===== src/rtl/eicq_pkg.sv =====
package eicq_pkg;

    localparam int BLOCK_WORDS  = 512;
    localparam int QUEUE_BLOCKS = 10;
    localparam int SLOT_COUNT   = QUEUE_BLOCKS + 1;
    localparam int MEM_WORDS    = SLOT_COUNT * BLOCK_WORDS;
    localparam int ADDR_W       = $clog2(MEM_WORDS);
    localparam int POS_W        = $clog2(BLOCK_WORDS);
    localparam int SLOT_W       = $clog2(SLOT_COUNT);
    localparam int CNT_W        = $clog2(QUEUE_BLOCKS + 1);
    localparam int INDEX_SPAN   = 512;
    localparam int LAST_READ    = (BLOCK_WORDS < INDEX_SPAN ? BLOCK_WORDS : INDEX_SPAN) - 1;
    localparam int LIMIT_RESET  = 10;

    // request queue between front and back, power of two deep
    localparam int QDEPTH  = 4;
    localparam int QPTR_W  = $clog2(QDEPTH);

    typedef enum logic [1:0] {
        FUNC_TICK = 2'd0,
        FUNC_EDGE = 2'd1,
        FUNC_READ = 2'd2
    } t_func;

    typedef struct packed {
        logic [1:0] func;
        logic [8:0] word_index;
    } t_in_req;

    typedef struct packed {
        logic [31:0] sample_value;
        logic        queue_empty;
        logic [3:0]  blocks_ready;
        logic        block_dropped;
    } t_out_req;

    // memory operation plus the status already worked out by the front
    typedef struct packed {
        logic              wr;
        logic              rd;
        logic [ADDR_W-1:0] addr;
        logic [31:0]       wdata;
        logic              queue_empty;
        logic [3:0]        blocks_ready;
        logic              block_dropped;
    } t_op;

endpackage


===== src/rtl/eicq_front.sv =====
module eicq_front
    import eicq_pkg::*;
(
    input  logic    i_clk,
    input  logic    i_rst_n,
    input  logic    i_cfg_we,
    input  logic [3:0] i_cfg_wdata,
    input  logic    i_push,
    input  t_in_req i_req,
    output t_op     o_op
);

    logic [3:0]        r_limit;
    logic [31:0]       r_elapsed, n_elapsed;
    logic [POS_W-1:0]  r_fill, n_fill;
    logic [SLOT_W-1:0] r_oldest, n_oldest;
    logic [CNT_W-1:0]  r_count, n_count;

    logic [CNT_W-1:0]  lim;
    logic [SLOT_W:0]   fill_sum;
    logic [SLOT_W-1:0] fill_slot;
    logic [CNT_W:0]    cnt_inc;
    logic [SLOT_W:0]   drop_sum;
    logic [SLOT_W-1:0] drop_slot;
    logic [SLOT_W:0]   rel_sum;
    logic [SLOT_W-1:0] rel_slot;
    logic [CNT_W:0]    excess;

    always_comb begin
        if (r_limit == 4'd0) begin
            lim = CNT_W'(1);
        end else if (32'(r_limit) > QUEUE_BLOCKS) begin
            lim = CNT_W'(QUEUE_BLOCKS);
        end else begin
            lim = CNT_W'(r_limit);
        end
    end

    always_comb begin
        fill_sum  = (SLOT_W+1)'(r_oldest) + (SLOT_W+1)'(r_count);
        fill_slot = (32'(fill_sum) >= SLOT_COUNT) ? SLOT_W'(32'(fill_sum) - SLOT_COUNT)
                                                  : SLOT_W'(fill_sum);
        cnt_inc   = (CNT_W+1)'(r_count) + (CNT_W+1)'(1);
        excess    = cnt_inc - (CNT_W+1)'(lim);
        drop_sum  = (SLOT_W+1)'(r_oldest) + (SLOT_W+1)'(excess);
        drop_slot = (32'(drop_sum) >= SLOT_COUNT) ? SLOT_W'(32'(drop_sum) - SLOT_COUNT)
                                                  : SLOT_W'(drop_sum);
        rel_sum   = (SLOT_W+1)'(r_oldest) + (SLOT_W+1)'(1);
        rel_slot  = (32'(rel_sum) >= SLOT_COUNT) ? SLOT_W'(0) : SLOT_W'(rel_sum);
    end

    always_comb begin
        n_elapsed = r_elapsed;
        n_fill    = r_fill;
        n_oldest  = r_oldest;
        n_count   = r_count;
        o_op      = '0;
        unique case (t_func'(i_req.func))
            FUNC_TICK: begin
                if (r_elapsed != 32'hFFFF_FFFF) begin
                    n_elapsed = r_elapsed + 32'd1;
                end
            end
            FUNC_EDGE: begin
                o_op.wr    = 1'b1;
                o_op.addr  = ADDR_W'(32'(fill_slot) * BLOCK_WORDS + 32'(r_fill));
                o_op.wdata = r_elapsed;
                n_elapsed  = '0;
                if (32'(r_fill) + 1 >= BLOCK_WORDS) begin
                    n_fill = '0;
                    if (cnt_inc > (CNT_W+1)'(lim)) begin
                        n_oldest           = drop_slot;
                        n_count            = lim;
                        o_op.block_dropped = 1'b1;
                    end else begin
                        n_count = CNT_W'(cnt_inc);
                    end
                end else begin
                    n_fill = r_fill + POS_W'(1);
                end
            end
            FUNC_READ: begin
                if (r_count == '0) begin
                    o_op.queue_empty = 1'b1;
                end else begin
                    o_op.rd   = 32'(i_req.word_index) < BLOCK_WORDS;
                    o_op.addr = ADDR_W'(32'(r_oldest) * BLOCK_WORDS
                                        + 32'(i_req.word_index));
                    if (32'(i_req.word_index) >= LAST_READ) begin
                        n_oldest = rel_slot;
                        n_count  = r_count - CNT_W'(1);
                    end
                end
            end
            default: begin
            end
        endcase
        o_op.blocks_ready = 4'(n_count);
    end

    always_ff @(posedge i_clk) begin
        if (!i_rst_n) begin
            r_limit   <= 4'(LIMIT_RESET);
            r_elapsed <= '0;
            r_fill    <= '0;
            r_oldest  <= '0;
            r_count   <= '0;
        end else begin
            if (i_cfg_we) begin
                r_limit <= i_cfg_wdata;
            end
            if (i_push) begin
                r_elapsed <= n_elapsed;
                r_fill    <= n_fill;
                r_oldest  <= n_oldest;
                r_count   <= n_count;
            end
        end
    end

endmodule


===== config.mk =====
export PLATFORM = sky130hd
export DESIGN_NAME = eicq_front
export DESIGN_NICKNAME = d
export VERILOG_FILES = /design/src/rtl/eicq_pkg.sv /design/src/rtl/eicq_front.sv
export SDC_FILE = /design/constraint.sdc
export NUM_CORES = 1
export LEC_CHECK = 0
export BUFFER_PORTS_ARGS = -buffer_cell sky130_fd_sc_hd__buf_2
export CAP_MARGIN = 20
export CELL_PAD_IN_SITES_DETAIL_PLACEMENT = 0
export CELL_PAD_IN_SITES_GLOBAL_PLACEMENT = 1
export CORE_ASPECT_RATIO = 0.9
export CORE_MARGIN = 5
export CORE_UTILIZATION = 30
export DETAILED_ROUTE_END_ITERATION = 10
export GPL_TIMING_DRIVEN = 0
export PLACE_DENSITY_LB_ADDON = 0.08
export SETUP_SLACK_MARGIN = 0.15
export SKIP_CTS_REPAIR_TIMING = 1
export SLEW_MARGIN = 20
export SYNTH_ARGS = -nofsm -noshare
export SYNTH_HDL_FRONTEND = slang
export SYNTH_SLANG_ARGS = --single-unit
export TNS_END_PERCENT = 1

===== constraint.sdc =====
create_clock -name i_clk -period 8.45 [get_ports i_clk]
set_clock_uncertainty 0.15 [all_clocks]
set_input_delay 1.2675 -clock i_clk [delete_from_list [all_inputs] [get_ports i_clk]]
set_output_delay 1.2675 -clock i_clk [all_outputs]
set_load 0.01 [all_outputs]

== After elaboration in Yosys (flattened, before gate mapping) ==
Cells that the tools add are included.

* $add $sub $neg: 13
* Magnitude comparators: 7
* Eq/ne operators: 8
* Muxes and demuxes: 28
* Reductions and logical operators: 8

{| class="wikitable"
|+ Operators with widths
! operator !! number
|-
| two-way mux 32 bit || 2
|-
| case mux 32 bit (2 select lines) || 1
|-
| two-way mux 4 bit || 13
|-
| adder 32 x 1 -> 32 bit (second input constant) || 1
|-
| != test 32 bit (second input constant) || 1
|-
| adder 13 x 9 -> 13 bit || 2
|-
| case mux 13 bit (2 select lines) || 1
|-
| case mux 4 bit (2 select lines) || 2
|-
| greater-or-equal comparator 5 x 4 -> 1 bit (second input constant) || 3
|-
| two-way mux 14 bit || 1
|-
| adder 4 x 1 -> 5 bit (second input constant) || 2
|-
| adder 9 x 1 -> 10 bit (second input constant) || 1
|-
| greater-or-equal comparator 10 bit (second input constant) || 1
|-
| != test 2 bit (second input constant) || 5
|-
| adder 9 x 1 -> 9 bit (second input constant) || 1
|-
| greater-or-equal comparator 9 bit (second input constant) || 1
|-
| two-way mux 9 bit || 1
|-
| logical NOT 4 bit || 2
|-
| subtractor 4 bit (second input constant) || 2
|-
| two-way mux 1 bit || 7
|-
| AND reduction 6 bit || 1
|-
| adder 4 x 4 -> 5 bit || 1
|-
| adder 4 x 5 -> 5 bit || 1
|-
| greater-than comparator 5 x 4 -> 1 bit || 1
|-
| other kinds (9) || 10
|}

* Register bits after elaboration: 53
* Word-level logic and storage cells: 69

== Logic depth before layout (Yosys ltp) ==
* Depth after elaboration: 10
* Depth in mapped cells: 13
* Gate-level depth less buffers: 13

== Worst setup path after synthesis ==
Ideal clock, no wire load.

* Path kind: input to output
* Start: input port i_req[10] in the netlist's numbering
* End: output port o_op[49] in the netlist's numbering
* Arrival time: 2686 ps
* Required time: 7033 ps
* Path slack: 4346 ps
* Stages: 7
* Cells stage by stage: inv_1 -> ha_1 -> clkbuf_1 -> clkbuf_1 -> nor3b_1 -> nand3b_1 -> a31oi_1

{| class="wikitable"
|+ RTL lines
! what !! line !! RTL
|-
| from (decl) || eicq_front.sv:9 || <nowiki>input t_in_req i_req,</nowiki>
|-
| to (decl) || eicq_front.sv:10 || <nowiki>output t_op o_op</nowiki>
|}

==> results.md <==
* Pin count of the biggest net entering global routing at 17
* Seq/Total Area, Yosys at 25.5%
* Chip height at 122 µm
* Final-report setup violation count at 0
* Endpoints failing hold at 0
* Vias in the first global route at 3,846
* Slew headroom at 39.2%
* Core Footprint at 13,500 µm²
* Clock transition at path regs at 0.08 ns
* Unique cell type count in the Yosys netlist at 64
* Async SR Flop Fraction at 0%
* Number of flops mapped to enable cells by yosys at 0
* Initial drt markers at 225
* CTS Sinks at 53
* Number of H-tree levels at 2
* WL/cell at 15.7 µm
* Count of pins over their slew limit at 0
* Cell Rows at 40
* RSZ-0062 raised after global routing: false
* Drt drc at 0
* Die Area at 16,300 µm²
* Drt pass-1 iters at 5
* Final Util at 36.2%
* Crit path kind: in -> out
* #FFs+latches synth at 53
* Total Nets Final at 662
* Boundary Pins at 72
* Fin crit share at 58.4%
* Die X at 134 µm
* Least-Margin Pin Slew at 0.900 ns
* Placed Area at 4720 µm²
* Cell taking the most area after synthesis: dfxtp_1
* Detailed Route WL at 12,300 µm
* PwrDens at 116 nW/µm²
* Critical path arrival at 3.51 ns
* Total Routing Usage GR at 15.5%
* Via/cell ratio at 5.09
* # port buffers at 70
* Worst-Skew Late Latency at 0.31 ns
* Fin area at 4870 µm²
* Max Cap Violations at 0
* Setup crit start kind: input port
* GPL Wtd Cong at 0.810
* CTS buffer count at 5
* Syn_area_per_cell at 7.75 µm²
* Finished Layout Cells at 784
* Final worst setup slack at 3.52 ns
* Maximum vdd drop at 0.0000675 V
* Synth top area share at 25.5%
* Pre-CTS WS at 3.49 ns
* Multi-input logic area at 2880 µm²
* Register Area at 1060 µm²
* Final antenna diode count at 0
* Hold Path Class: reg -> reg
* Mapped Nets at 584
* Mapped cell area at 4160 µm²
* Fin Setup TNS at 0 ns
* Final ANT Viol Nets at 0
* Status: finished clean
* Largest cells by area after synthesis: dfxtp_1 25%, ha_1 6.9%, xor2_1 5.9%, and2_1 5.7%, nand2_1 5.0%
* Filler cell count at 1,456
* Placed cells at 775
* Layout cell share with drive strength beyond 1 at 16.2%
* Yosys warning count at 0
* GR Overflow Total at 0
* TritonCTS clock tree: yes
* Antenna violations before repair at 0
* Initial Util at 30.9%
* Predominant post-synthesis flop cell: dfxtp_1
* First-pass GRT wire length at 20,400 µm
* Clk buf depth at 2
* Min Tclk post-route at 4.93 ns
* Setup crit end kind: primary output
* Max Fclk at 203 MHz
* Worst path required time at 7.03 ns
* Cells after synthesis at 537
* Clk root buf: clkbuf_16
* Area delta synth->final at 17.0%
* Leak at 2.12 nW
* Vias at 3,991
* Maximum fanout along the worst path at 10
* Post-DP HPWL at 9580 µm
worst paths after layout:
| kind | from | end | slack [ns] | cells past startpoint |
|---|---|---|---|---|
| worst max register to register | r_count[0]$_SDFFE_PN0P_ | r_oldest[2]$_SDFFE_PN0P_ | 4.37 | 12 |
| worst min-delay path | r_elapsed[1]$_SDFFE_PN0P_ | r_elapsed[1]$_SDFFE_PN0P_ | 0.36 | 2 |
| worst max-delay path | i_req[10] | o_op[46] | 3.52 | 9 |
| worst min register to register | r_elapsed[1]$_SDFFE_PN0P_ | r_elapsed[1]$_SDFFE_PN0P_ | 0.36 | 2 |
sequential cells by signal, indices dropped and copies added (netlist names):
| register | flops |
|---|---|
| r_elapsed | 32 |
| r_fill | 9 |
| r_count | 4 |
| r_limit | 4 |
| r_oldest | 4 |
layout make-up:
class / count / share of cell area [%]
sequential: 53 / 21.8
tap: 168 / 4.31
inverter: 19 / 1.46
multi-input combinational: 437 / 59.1
clock buffer: 6 / 2.64
clock inverter: 2 / 0.308
buffer: 28 / 3.11
timing repair buffer: 71 / 7.29
stage by stage:
step	hold slack [ns]	total power, mW
after floorplan	0.312	0.329
after CTS	0.365	0.579
after detailed placement	0.353	0.358
final	0.360	0.566
after global placement	0.338	0.358
after global routing	0.406	0.600
power breakdown:
part,switching (mW),internal [mW],total (mW)
clock,0.104,0.110,0.215
sequential,0.00566,0.253,0.258
combinational,0.0575,0.0355,0.0930
total,0.168,0.399,0.566
per-layer routing:
layer,global-route usage [%],vias up,wire (µm)
met1,22.6,1830,6420
met2,23.8,108,5220
met4,3.50,0,116
li1,-,2042,-
met3,2.64,11,587
met5,0,-,0
worst max-delay path, stage by stage:
cell and delay (ns):
buf_2 0.11, inv_1 0.07, ha_1 0.18, clkbuf_1 0.37, buf_1 0.54, clkbuf_1 0.52
nand2_1 0.13, a21oi_1 0.16, buf_2 0.15
cell usage after synthesis (3+ instances only):
| cell | instances |
|---|---|
| a21oi_1 | 28 |
| or3_1 | 5 |
| and2_1 | 38 |
| xnor2_1 | 21 |
| mux2i_1 | 9 |
| a31oi_1 | 3 |
| buf_2 | 4 |
| clkbuf_1 | 17 |
| buf_6 | 4 |
| fa_1 | 5 |
| o21a_1 | 3 |
| nand4_1 | 20 |
| nor3_1 | 12 |
| nor2b_1 | 5 |
| dfxtp_1 | 53 |
| and3_1 | 14 |
| nor4_1 | 6 |
| nand2_1 | 56 |
| a21o_1 | 8 |
| nor2_1 | 53 |
| nor3b_1 | 6 |
| nand2b_1 | 4 |
| nand3_1 | 23 |
| xor2_1 | 28 |
| and4_1 | 6 |
| a31o_2 | 3 |
| o211ai_1 | 3 |
| o21ai_0 | 14 |
| inv_1 | 19 |
| ha_1 | 23 |
cell usage in the layout (no fill, tap or decap), drive strengths merged, types with 23 or more instances in the layout:
master | Yosys | routed
buf | 11 | 81
ha | 23 | 23
xor2 | 28 | 28
a21oi | 29 | 29
nand2 | 57 | 57
and2 | 38 | 38
nor2 | 53 | 53
clkbuf | 17 | 24
nand3 | 24 | 24
dfxtp | 53 | 53
kinds of logic after synthesis:
group / after synthesis / synth area share (%)
adders and majority gates: 28 / 9.32
xor gates and xnor gates: 49 / 10.3
buffers and inverters: 47 / 5.35
and+or+nand+nor: 264 / 33.5
DFF: 53 / 25.5
AOI/OAI and AO/OA: 86 / 13.6
muxes: 10 / 2.43
Note: power is estimated with default switching activity, not from simulation.
