<file path="config.mk">
export PLATFORM = sky130hd
export DESIGN_NAME = eicq_queue
export DESIGN_NICKNAME = d
export VERILOG_FILES = /design/src/rtl/eicq_pkg.sv /design/src/rtl/eicq_queue.sv
export SDC_FILE = /design/constraint.sdc
export NUM_CORES = 1
export LEC_CHECK = 0
export ABC_CLOCK_PERIOD_IN_PS = 4930
export BUFFER_PORTS_ARGS = -buffer_cell sky130_fd_sc_hd__buf_2
export CORE_MARGIN = 5
export CORE_UTILIZATION = 40
export DETAILED_ROUTE_END_ITERATION = 12
export PLACE_DENSITY = 0.65
export RECOVER_POWER = 50
export SLEW_MARGIN = 20
export SYNTH_ARGS = -nofsm -noshare
export SYNTH_HDL_FRONTEND = slang
export SYNTH_SLANG_ARGS = --single-unit
</file>
<file path="constraint.sdc">
create_clock -name i_clk -period 4.93 [get_ports i_clk]
set_input_delay 0.493 -clock i_clk [delete_from_list [all_inputs] [get_ports i_clk]]
set_output_delay 0.493 -clock i_clk [all_outputs]
set_load 0.03 [all_outputs]
</file>
<file path="src/rtl/eicq_pkg.sv">
package eicq_pkg;

    localparam int BLOCK_WORDS  = 512;
    localparam int QUEUE_BLOCKS = 10;
    localparam int SLOT_COUNT   = QUEUE_BLOCKS + 1;
    localparam int MEM_WORDS    = SLOT_COUNT * BLOCK_WORDS;
    localparam int ADDR_W       = $clog2(MEM_WORDS);
    localparam int POS_W        = $clog2(BLOCK_WORDS);
    localparam int SLOT_W       = $clog2(SLOT_COUNT);
    localparam int CNT_W        = $clog2(QUEUE_BLOCKS + 1);
    localparam int INDEX_SPAN   = 512;
    localparam int LAST_READ    = (BLOCK_WORDS < INDEX_SPAN ? BLOCK_WORDS : INDEX_SPAN) - 1;
    localparam int LIMIT_RESET  = 10;

    // request queue between front and back, power of two deep
    localparam int QDEPTH  = 4;
    localparam int QPTR_W  = $clog2(QDEPTH);

    typedef enum logic [1:0] {
        FUNC_TICK = 2'd0,
        FUNC_EDGE = 2'd1,
        FUNC_READ = 2'd2
    } t_func;

    typedef struct packed {
        logic [1:0] func;
        logic [8:0] word_index;
    } t_in_req;

    typedef struct packed {
        logic [31:0] sample_value;
        logic        queue_empty;
        logic [3:0]  blocks_ready;
        logic        block_dropped;
    } t_out_req;

    // memory operation plus the status already worked out by the front
    typedef struct packed {
        logic              wr;
        logic              rd;
        logic [ADDR_W-1:0] addr;
        logic [31:0]       wdata;
        logic              queue_empty;
        logic [3:0]        blocks_ready;
        logic              block_dropped;
    } t_op;

endpackage

</file>
<file path="src/rtl/eicq_queue.sv">
module eicq_queue
    import eicq_pkg::*;
(
    input  logic i_clk,
    input  logic i_rst_n,
    input  logic i_push,
    input  t_op  i_op,
    input  logic i_pop,
    output logic o_valid,
    output logic o_full,
    output t_op  o_op
);

    t_op               r_entry [QDEPTH];
    logic [QPTR_W-1:0] r_wptr, r_rptr;
    logic [QPTR_W:0]   r_cnt;

    assign o_valid = r_cnt != '0;
    assign o_full  = 32'(r_cnt) == QDEPTH;
    assign o_op    = r_entry[r_rptr];

    always_ff @(posedge i_clk) begin
        if (!i_rst_n) begin
            r_wptr <= '0;
            r_rptr <= '0;
            r_cnt  <= '0;
        end else begin
            if (i_push) begin
                r_wptr <= r_wptr + QPTR_W'(1);
            end
            if (i_pop) begin
                r_rptr <= r_rptr + QPTR_W'(1);
            end
            if (i_push && !i_pop) begin
                r_cnt <= r_cnt + (QPTR_W+1)'(1);
            end else if (i_pop && !i_push) begin
                r_cnt <= r_cnt - (QPTR_W+1)'(1);
            end
        end
    end

    always_ff @(posedge i_clk) begin
        if (i_push) begin
            r_entry[r_wptr] <= i_op;
        end
    end

endmodule

</file>
# [After elaboration in Yosys (flattened, before gate mapping)]
# Memory sizes are Yosys's and may differ from the RTL's. A register that Yosys moved wholly into a read port is not among the register bits.
# Index checks and enable logic that the tools add are counted.
[word_totals] mem_count=1 mem_bits_rw=212 out_inout_bits=55 reg_bits=7 wordCells=21
[mem_list] memory="r_entry" words=4 width=53 rd=1 rd_clocked_by_memory_dff=1 wr=1 line="eicq_queue.sv:14" text="t_op r_entry [QDEPTH];"
[op_classes] reduce_logical=6 eq_ne=1 n_mux=6 addsub=4
[op_table] op="$mux W3" count=2
[op_table] op="$add A2 B1 Y2 const B" count=2
[op_table] op="$mux W2" count=2
[op_table] op="$add A3 B1 Y3 const B" count=1
[op_table] op="$eq A3 B3 Y1 const B" count=1
[op_table] op="$reduce_bool A3 Y1" count=1
[op_table] op="$sub A3 B1 Y3 const B" count=1
[op_table] op="$logic_and A1 B1 Y1" count=2
[op_table] op="$logic_not A1 Y1" count=2
[op_table] op="$mux W1" count=2
[op_table] op="$reduce_bool A2 Y1" count=1

# [Longest topological paths before layout]
# Gate-level depths: netlist (run 1).
[depth] word_depth=4 depth_mapped=7 mapped_depth_nobuf=7

# [Least setup slack after synthesis (run 1)]
# Ideal clock, no wire load.
[synth_timing] kind="reg-to-reg" start="register r_wptr[0]" end="memory r_entry[2][0] (netlist name), enable pin" setup_slack_ps=2714 required_time_ps=4514 path_stages_with_launch=4 arrival_ps=1800 setup_time_ps=416 n_path_buf=0 cell_sequence="dfxtp_1 inv_1 ha_1 and2_1"
[synth_rtl] element="start, declared" line="eicq_queue.sv:15" text="logic [QPTR_W-1:0] r_wptr, r_rptr;"
[synth_rtl] element="start signal, assigned" line="eicq_queue.sv:29" text="r_wptr <= r_wptr + QPTR_W'(1);"
[synth_rtl] element="end, declared" line="eicq_queue.sv:14"
# No word-level cell before the write port.

==> flow_metrics.env, run 1 <==
export IMPL_cp_cell_sequence="buf_4 > mux4_1 > buf_2"
export IMPL_final_cell_mix="edfxtp_1, clkbuf_1, buf_2"
export IMPL_crit_slowest_cell="dfxtp_4"
export IMPL_post_route_util_pct=47.72
export IMPL_fin_crit_sh_pct=63.46
export IMPL_max_freq_mhz=319.7
export IMPL_grt_busiest_layer="met2"
export IMPL_violations="max-capacitance violations, max-slew violations"
export IMPL_p_comb_share_pct=10.8
export IMPL_dieHeight_um=152.8
export IMPL_tightest_slew_ps=2095
export IMPL_fillers=1706
export IMPL_slew_viol_final=27
export IMPL_syn_area_per_cell_um2=25.49
export IMPL_worstSetupStartpointType="register"
export IMPL_power_leakage_nw=3.132
export IMPL_synth_distinct_cells=21
export IMPL_clk_latency_ps=490
export IMPL_synth_top_cell_area_share_pct=78.04
export IMPL_cts_made_buffers=22
export IMPL_grt_pass1_wl_mm=22.85
export IMPL_grt_max_degree=54
export IMPL_internal_power_w=0.003337
export IMPL_maxCapViolations=1
export IMPL_fin_skew_ps=8.895
export IMPL_peakVddDrop_mv=0.2403
export IMPL_slew_headroom_pct=-39.73
export IMPL_whs_ps=254.4
export IMPL_layout_drive_gt1_share_pct=32.04
export IMPL_initial_core_util_pct=40.45
export IMPL_grt_use_met3_pct=3.421
export IMPL_antenna_found_initial=1
export IMPL_dr_pass1_iters=4
export IMPL_switching_share_pct=23.04
export IMPL_post_drt_wl_per_cell_um=19.64
export IMPL_path_clk_slew_ps=60
export IMPL_max_stage_delay_ps=870
export IMPL_ctsHoldBuffers=0
export IMPL_wl_mm=14.44
export IMPL_drt_iter0_markers=168
export IMPL_routed_via_count=3621
export IMPL_setup_viol=0
export IMPL_hp_class="input port to register"
export IMPL_post_cts_buffers=0
export IMPL_antenna_cells=0
export IMPL_dieArea_um2=23350
export IMPL_crit_fanout=38
export IMPL_fp_dieW_um=152.8
export IMPL_hold_violations=0
export IMPL_p_seq_share_pct=50.9
export IMPL_ys_warn_count=0
export IMPL_tns_ps=0
export IMPL_place_hpwl_mm=8.639
export IMPL_areaGrowthSynthToFinish_pct=17.99
export IMPL_crit_arrival_ps=2640
export IMPL_met1_usage_pct=16.04
export IMPL_syn_area_um2=8158
export IMPL_synth_nets=383
export IMPL_cts_root_buf="clkbuf_16"
export IMPL_synth_top_cell_by_area="edfxtp_1"
export IMPL_rsz0062_at_grt="false"
export IMPL_cp_top_family="flip-flops"
export IMPL_worstPathRequired_ps=4440
export IMPL_clock_power_share_pct=38.3
export IMPL_cts_resized=0
export IMPL_final_common_cell="edfxtp_1"
export IMPL_cts_tree="yes"
export IMPL_antenna_left=0
export IMPL_nNetsFinal=512
export IMPL_rows=52
export IMPL_htreeDepth=1
export IMPL_critPathBufInv=2
export IMPL_drc_errors=0
export IMPL_ys_ff_latch=221
export IMPL_cts_sinks=221
export IMPL_design_area_um2=9625
export IMPL_design_core_area_um2=20170
export IMPL_clockBufferDepth=3
export IMPL_p_switching_w=0.0009988
export IMPL_seq_area_frac_synth_pct=80.25
export IMPL_run_status="finished, violations left"
export IMPL_synthCells=320
export IMPL_place_area_um2=8966
export IMPL_critPathCaptureType="primary output"
export IMPL_use_met2_pct=20.86
export IMPL_setup_worst_path_class="register to primary output"
export IMPL_grt_overflow_total=0
export IMPL_via_per_inst=4.927
export IMPL_synthTopCellsByArea="edfxtp_1, mux4_2, dfxtp_1"
export IMPL_io_pins=112
export IMPL_io_buffers=111
export IMPL_power_density_nw_per_um2=450.4
export IMPL_grtUsageTotal_pct=12.38
export IMPL_first_global_vias=4047
export IMPL_period_minus_slack_ps=3128
export IMPL_finalWeightedCongestion=0.7313
[worst register-to-register path, cell delays in order (launching register included)]
cell and delay (ps):
dfxtp_1 350, inv_1 100, ha_1 150, and2_0 1540, buf_4 620
[cell type report]
type	instances	area (um^2)	share of cell area (%)
clock buffer	26	586.8	6.096
clock inverter	14	141.4	1.469
inverter	4	15.01	0.1560
multi-input combinational	83	1460	15.17
sequential	221	6551	68.06
tap	270	337.8	3.510
timing repair buffer	117	533.0	5.538
[kinds of logic (layout without fill, tap and decap cells)]
family          count (synthesis)  in the layout  synth area share [%]
flops                         221            221                 80.25
mux                            55             55                 15.02
buf+inv                        16            161                 1.902
simple gates                   15             15                 1.135
fa+ha+maj                       6              6                 1.012
xor+xnor                        5              5                0.5369
compound gates                  2              2                0.1533
[flip-flops by register name (all words and copies together) (netlist names), named ones only]
signal   flops
r_cnt        3
r_wptr       2
r_rptr       2
r_entry    212
[cells in the mapped netlist]
cell type and count:
a21boi_0 1, and2_1 9, buf_12 5, buf_2 5, buf_6 1, clkbuf_1 1
dfxtp_1 9, edfxtp_1 212, fa_1 1, ha_1 5, inv_1 4, mux2i_1 2
mux4_1 3, mux4_2 50, nand2_1 1, nor2b_1 2, nor3b_1 1, o21ai_0 1
or3_1 2, xnor2_1 2, xor2_1 3
[power groups by stage]
stage	logic, W	clock network (W)	registers [W]
2_1_floorplan	0.000370	0	0.00221
3_3_place_gp	0.000477	0	0.00224
3_5_place_dp	0.000487	0	0.00225
4_1_cts	0.000488	0.00171	0.00221
5_1_grt	0.000504	0.00179	0.00222
6_report	0.000470	0.00166	0.00221
[routing by layer]
metal | up-vias | share of wire [%]
met3 | 30 | 6.3
met1 | 1871 | 42
met2 | 99 | 50
li1 | 1619 | -
met5 | - | 0.12
met4 | 2 | 1.9
[through the flow]
| stage | setup slack (ps) | total power [W] | instances |
|---|---|---|---|
| after detailed placement | 2202 | 0.002736 | 695 |
| after CTS | 1660 | 0.004409 | 735 |
| after global routing | 1493 | 0.004508 | 735 |
| after global placement | 2193 | 0.002719 | 695 |
| after floorplan | 2714 | 0.002584 | 320 |
| final | 1802 | 0.004336 | 735 |
[worst paths after layout]
check                         start                       end  slack, ps  cells after the start
max                        register                  o_op[48]       1800                      3
min                        i_op[17]  r_entry[2][17]$_DFFE_PP_        250                      1
max reg2reg  r_wptr[0]$_SDFFE_PN0P_  r_entry[0][41]$_DFFE_PP_       1820                      4
min reg2reg  r_wptr[1]$_SDFFE_PN0P_    r_wptr[1]$_SDFFE_PN0P_        570                      2
No activity file was read; power rests on OpenSTA's default activity.
==> run 2: changes to the inputs <==
Settings changed: ABC_AREA from default to 1, ABC_CLOCK_PERIOD_IN_PS 4930 to 2900.
Clock period 4.93 ns to 2.9 ns, I/O delays scaled along.
==> run 2 against run 1 <==
The run now ends clean. Routed wire length increased by 23%. Cell count rose by 34%. First-iteration DRC count increased by 97%. Sequential power up 67%. Largest cell class unchanged.
==> flow_metrics.env, run 2 <==
export IMPL_grtUsageTotal_pct=14.35
export IMPL_final_common_cell="edfxtp_1"
export IMPL_synth_flop_cell="edfxtp_1"
export IMPL_drc_errors=0
export IMPL_areaGrowthSynthToFinish_pct=17.97
export IMPL_layout_drive_gt1_share_pct=20.53
export IMPL_run_status="finished clean"
export IMPL_slew_headroom_pct=27.31
export IMPL_wl_mm=17.75
export IMPL_final_cell_mix="edfxtp_1, o21ai_0, nor2_1"
export IMPL_period_minus_slack_ps=2560
export IMPL_synthCells=572
export IMPL_synth_top_cell_area_share_pct=75.07
export IMPL_grt_max_degree=87
export IMPL_io_buffers=111
export IMPL_dieArea_um2=24210
export IMPL_post_layout_nonfiller_instances=986
export IMPL_first_global_vias=5179
export IMPL_synth_top_cells_by_count="edfxtp_1, o21ai_0, nor2_1, o22ai_1"
export IMPL_cts_made_buffers=22
export IMPL_hp_class="input port to register"
export IMPL_critPathCaptureType="primary output"
export IMPL_rsz0062_at_grt="false"
export IMPL_setup_viol=0
export IMPL_io_pins=112
export IMPL_cp_cell_sequence="buf_4 > o21ai_0 > o22ai_1 > buf_2"
export IMPL_syn_area_per_cell_um2=14.83
export IMPL_antenna_found_initial=0
export IMPL_hold_violations=0
export IMPL_clockBufferDepth=3
export IMPL_crit_arrival_ps=2270
export IMPL_synth_distinct_cells=23
export IMPL_synthTopCellsByArea="edfxtp_1, o21ai_0, nor2_1"
export IMPL_post_cts_buffers=0
export IMPL_design_core_area_um2=20960
export IMPL_cts_root_buf="clkbuf_16"
export IMPL_drt_iter0_markers=331
export IMPL_hold_depth=1
export IMPL_tightest_slew_ps=1089
export IMPL_ys_ff_latch=221
export IMPL_syn_area_um2=8481
export IMPL_dieHeight_um=155.6
export IMPL_fp_dieW_um=155.6
export IMPL_seq_area_frac_synth_pct=77.19
export IMPL_via_per_inst=5.118
export IMPL_crit_fanout=29
export IMPL_rows=53
export IMPL_cts_tree="yes"
export IMPL_clk_latency_ps=490
export IMPL_setup_slack_ps=340.3
export IMPL_nNetsFinal=760
export IMPL_fillers=1863
export IMPL_max_stage_delay_ps=650
export IMPL_place_hpwl_mm=10.42
export IMPL_whs_ps=64.08
export IMPL_ys_warn_count=0
export IMPL_fin_crit_sh_pct=88.27
export IMPL_peakVddDrop_mv=0.5035
export IMPL_tns_ps=0
export IMPL_slew_viol_final=0
export IMPL_fin_skew_ps=12.57
export IMPL_antenna_cells=0
export IMPL_largest_reg_flops=212
export IMPL_crit_slowest_cell="dfxtp_2"
export IMPL_grt_overflow_total=0
export IMPL_antenna_left=0
export IMPL_initial_core_util_pct=40.47
export IMPL_power_density_nw_per_um2=705.7
export IMPL_worstSetupStartpointType="register"
export IMPL_dr_pass1_iters=6
export IMPL_dp_cells=935
export IMPL_power_w=0.007060
export IMPL_routed_via_count=5046
export IMPL_rr_worst_depth=4
export IMPL_synth_most_common_cell="edfxtp_1"
export IMPL_synth_edf_count=212
export IMPL_post_drt_wl_per_cell_um=18.00
export IMPL_worstPathRequired_ps=2610
export IMPL_synth_nets=635
export IMPL_synth_top_cell_by_area="edfxtp_1"
export IMPL_htreeDepth=1
export IMPL_reg_largest_list="r_entry x212, r_cnt x3"
export IMPL_finalWeightedCongestion=0.7319
export IMPL_max_freq_mhz=390.7
export IMPL_path_clk_slew_ps=60
export IMPL_top_register="r_entry"
export IMPL_ys_async_sr_fraction_pct=0
export IMPL_cts_sinks=221
export IMPL_maxCapViolations=0
export IMPL_setup_worst_path_class="register to primary output"
export IMPL_grt_pass1_wl_mm=27.85
export IMPL_power_leakage_nw=3.398
export IMPL_pre_cts_ws_ps=781.3
run 2: through the flow:
stage	instance area (um^2)	util [%]
final	10000	47.74
after global routing	10000	47.74
after CTS	10060	48.01
after detailed placement	9296	44.36
after global placement	9296	44.36
after floorplan	8481	-
run 2: power breakdown:
group	internal, W	switching [W]
logic	0.000231	0.000604
clock network	0.00144	0.00110
registers	0.00364	0.0000425
total	0.00532	0.00174
run 2: logic make-up after synthesis:
logic type | count (synthesis) | share of synthesized area, %
AND/OR/NAND/NOR | 125 | 6.182
AO/OA/AOI/OAI | 169 | 12.23
buffers and inverters | 51 | 3.423
adder cells (fa/ha/maj) | 6 | 0.9737
flip-flops | 221 | 77.19
run 2: critical path, delay by kind of cell, from the launching register on:
family | cells | cell delay [ps]
AOI/OAI and AO/OA | 2 | 420
buffers and inverters | 2 | 680
DFF | 1 | 650
run 2: cell type report:
class                   instances  area (um^2)  area share (%)
inverters                      17        68.82          0.6878
multi-input cells             300         1644           16.43
well taps                     275        344.1           3.439
flip-flops and latches        221         6551           65.48
clock buffers                  27        590.6           5.903
clock inverters                11        53.80          0.5378
repair buffers                135        752.0           7.516
run 2: worst paths after layout:
path                          startpoint                       end  slack (ps)
setup / recovery                register                  o_op[49]         340
hold / removal                  i_op[40]  r_entry[3][40]$_DFFE_PP_          60
setup reg to reg  r_wptr[0]$_SDFFE_PN0P_   r_entry[3][5]$_DFFE_PP_         870
hold reg to reg   r_rptr[1]$_SDFFE_PN0P_                  register         470
run 2: repair_timing:
item	in CTS	in global routing
gates resized for setup	0	0
setup endpoints to repair	0	0
endpoints found under the hold margin	47	2
hold buffers	12	1
run 2: layer usage:
| layer | track usage [%] | routed length (um) |
|---|---|---|
| met5 | 0 | 0 |
| met4 | 3.376 | 278 |
| met3 | 2.913 | 995 |
| met2 | 24.23 | 8598 |
| met1 | 19.31 | 7877 |
==> run 3: changes to the inputs <==
Settings changed: PLACE_DENSITY 0.65 to 0.58.
==> run 3 against run 2 <==
First-iteration DRC count decreased by 30%. Sequential power barely moved. Cell area increased by 3.9%. Core utilization grew 1.9 points. Global-route usage increased by 0.79 points. Critical path depth increased by 1. Non-clock buffer count increased by 29. Critical endpoint is now o_op[43].
==> flow_metrics.env, run 3 (synthesized netlist as in run 2, its figures left out) <==
export IMPL_nNetsFinal=790
export IMPL_hp_class="input port to register"
export IMPL_final_cell_mix="edfxtp_1, o21ai_0, nor2_1"
export IMPL_rows=53
export IMPL_power_density_nw_per_um2=716.7
export IMPL_r2r_start="r_wptr[0]$_SDFFE_PN0P_"
export IMPL_run_status="finished clean"
export IMPL_cts_made_buffers=23
export IMPL_crit_slowest_cell="inv_2"
export IMPL_fin_crit_sh_pct=84.40
export IMPL_antenna_found_initial=0
export IMPL_fp_dieW_um=155.6
export IMPL_slew_viol_final=0
export IMPL_setup_worst_path_class="register to primary output"
export IMPL_top_register="r_entry"
export IMPL_crit_arrival_ps=2160
export IMPL_initial_core_util_pct=40.47
export IMPL_cp_top_family="buffers and inverters"
export IMPL_place_area_um2=9284
export IMPL_tns_ps=0
export IMPL_routed_via_count=5143
export IMPL_setup_viol=0
export IMPL_grt_max_degree=107
export IMPL_io_pins=112
export IMPL_post_drt_wl_per_cell_um=18.18
export IMPL_tightest_slew_ps=886.5
export IMPL_via_per_inst=5.047
export IMPL_clockBufferDepth=3
export IMPL_critPathCaptureType="primary output"
export IMPL_drt_iter0_markers=233
export IMPL_layout_drive_gt1_share_pct=20.03
export IMPL_peakVddDrop_mv=0.3724
export IMPL_dieHeight_um=155.6
export IMPL_cts_resized=0
export IMPL_htreeDepth=1
export IMPL_hold_violations=0
export IMPL_grt_pass1_wl_mm=28.86
export IMPL_design_area_um2=10390
export IMPL_cp_cell_sequence="inv_2 > buf_4 > o21ai_1 > o22ai_1 > buf_2"
export IMPL_wl_mm=18.52
export IMPL_dieArea_um2=24210
export IMPL_grtUsageTotal_pct=15.14
export IMPL_cts_tree="yes"
export IMPL_worstSetupStartpointType="register"
export IMPL_fin_skew_ps=17.96
export IMPL_cts_root_buf="clkbuf_16"
export IMPL_rsz0062_at_grt="false"
export IMPL_path_clk_slew_ps=60
export IMPL_cts_sinks=221
export IMPL_grt_overflow_total=0
export IMPL_io_buffers=111
export IMPL_worstPathRequired_ps=2610
export IMPL_antenna_cells=0
export IMPL_areaGrowthSynthToFinish_pct=22.56
export IMPL_antenna_left=0
export IMPL_maxCapViolations=0
export IMPL_power_leakage_nw=3.572
export IMPL_drc_errors=0
export IMPL_max_freq_mhz=408.6
export IMPL_dr_pass1_iters=4
export IMPL_clk_latency_ps=510
export IMPL_first_global_vias=5489
export IMPL_largest_reg_flops=212
export IMPL_design_core_area_um2=20960
export IMPL_period_minus_slack_ps=2448
export IMPL_finalWeightedCongestion=0.7234
export IMPL_final_common_cell="edfxtp_1"
export IMPL_reg_largest_list="r_entry x212, r_cnt x3"
export IMPL_place_hpwl_mm=10.33
export IMPL_critPathBufInv=3
export IMPL_crit_fanout=38
export IMPL_min_from="i_op[52]"
export IMPL_max_stage_delay_ps=550
export IMPL_slew_headroom_pct=40.83
run 3: changes by cell type in the layout (fill, tap and decap cells not counted):
cell | before | now
buf_12 | 4 | 3
buf_4 | 7 | 8
bufinv_16 | 0 | 3
clkbuf_1 | 57 | 56
clkbuf_8 | 0 | 1
clkinv_2 | 7 | 6
clkinvlp_4 | 1 | 2
dlygate4sd3_1 | 13 | 42
inv_1 | 13 | 15
inv_2 | 3 | 1
inv_6 | 1 | 2
run 3: layout make-up:
class                           count  area [um^2]
Multi-Input combinational cell    300         1644
Clock inverter                     15        155.1
Clock buffer                       27        600.6
Sequential cell                   221         6551
Timing Repair Buffer              164         1030
Tap cell                          275        344.1
Inverter                           17        68.82
Fill cell                        1853        10560
run 3: layer usage:
metal  wire (um)  global-route usage (%)
met3         940                   2.330
met5           0                       0
met4         359                   4.502
met1        7525                   18.62
met2        9698                   27.61
run 3: worst paths after layout:
check                                  end  slack, ps  depth (start not counted)
setup reg to reg  r_entry[3][13]$_DFFE_PP_        950                          4
hold reg to reg                   register        440                          1
hold / removal    r_entry[1][52]$_DFFE_PP_         70                          1
setup / recovery                  o_op[43]        450                          5
run 3: where the power goes:
| part | switching [W] | leakage, nW | total [W] | internal, W |
|---|---|---|---|---|
| clock | 0.00114 | 0.370 | 0.00289 | 0.00175 |
| combinational | 0.000620 | 1.18 | 0.000876 | 0.000255 |
| sequential | 0.0000363 | 2.02 | 0.00368 | 0.00364 |
run 3: per-stage QoR:
stage	hold WS [ps]	instances	total power, W	setup WS [ps]	util (%)
2_1_floorplan	388.9	572	0.004309	869.9	-
5_1_grt	73.49	1019	0.007740	284.3	49.60
3_3_place_gp	423.6	935	0.004574	946.0	44.30
3_5_place_dp	427.1	935	0.004603	941.5	44.30
4_1_cts	1.371	1019	0.007556	399.3	49.92
6_report	74.95	1019	0.007449	452.3	49.60
run 3: what timing repair did:
action | in CTS | in global routing
setup buffers | 0 | 0
hold endpoints to repair | 164 | 0
hold buffers | 42 | 0
run 3: worst register-to-register path, stage by stage, from the launching register on:
cell and delay (ps):
dfxtp_1 380, ha_1 170, nand2_1 50, inv_1 650
buf_4 400
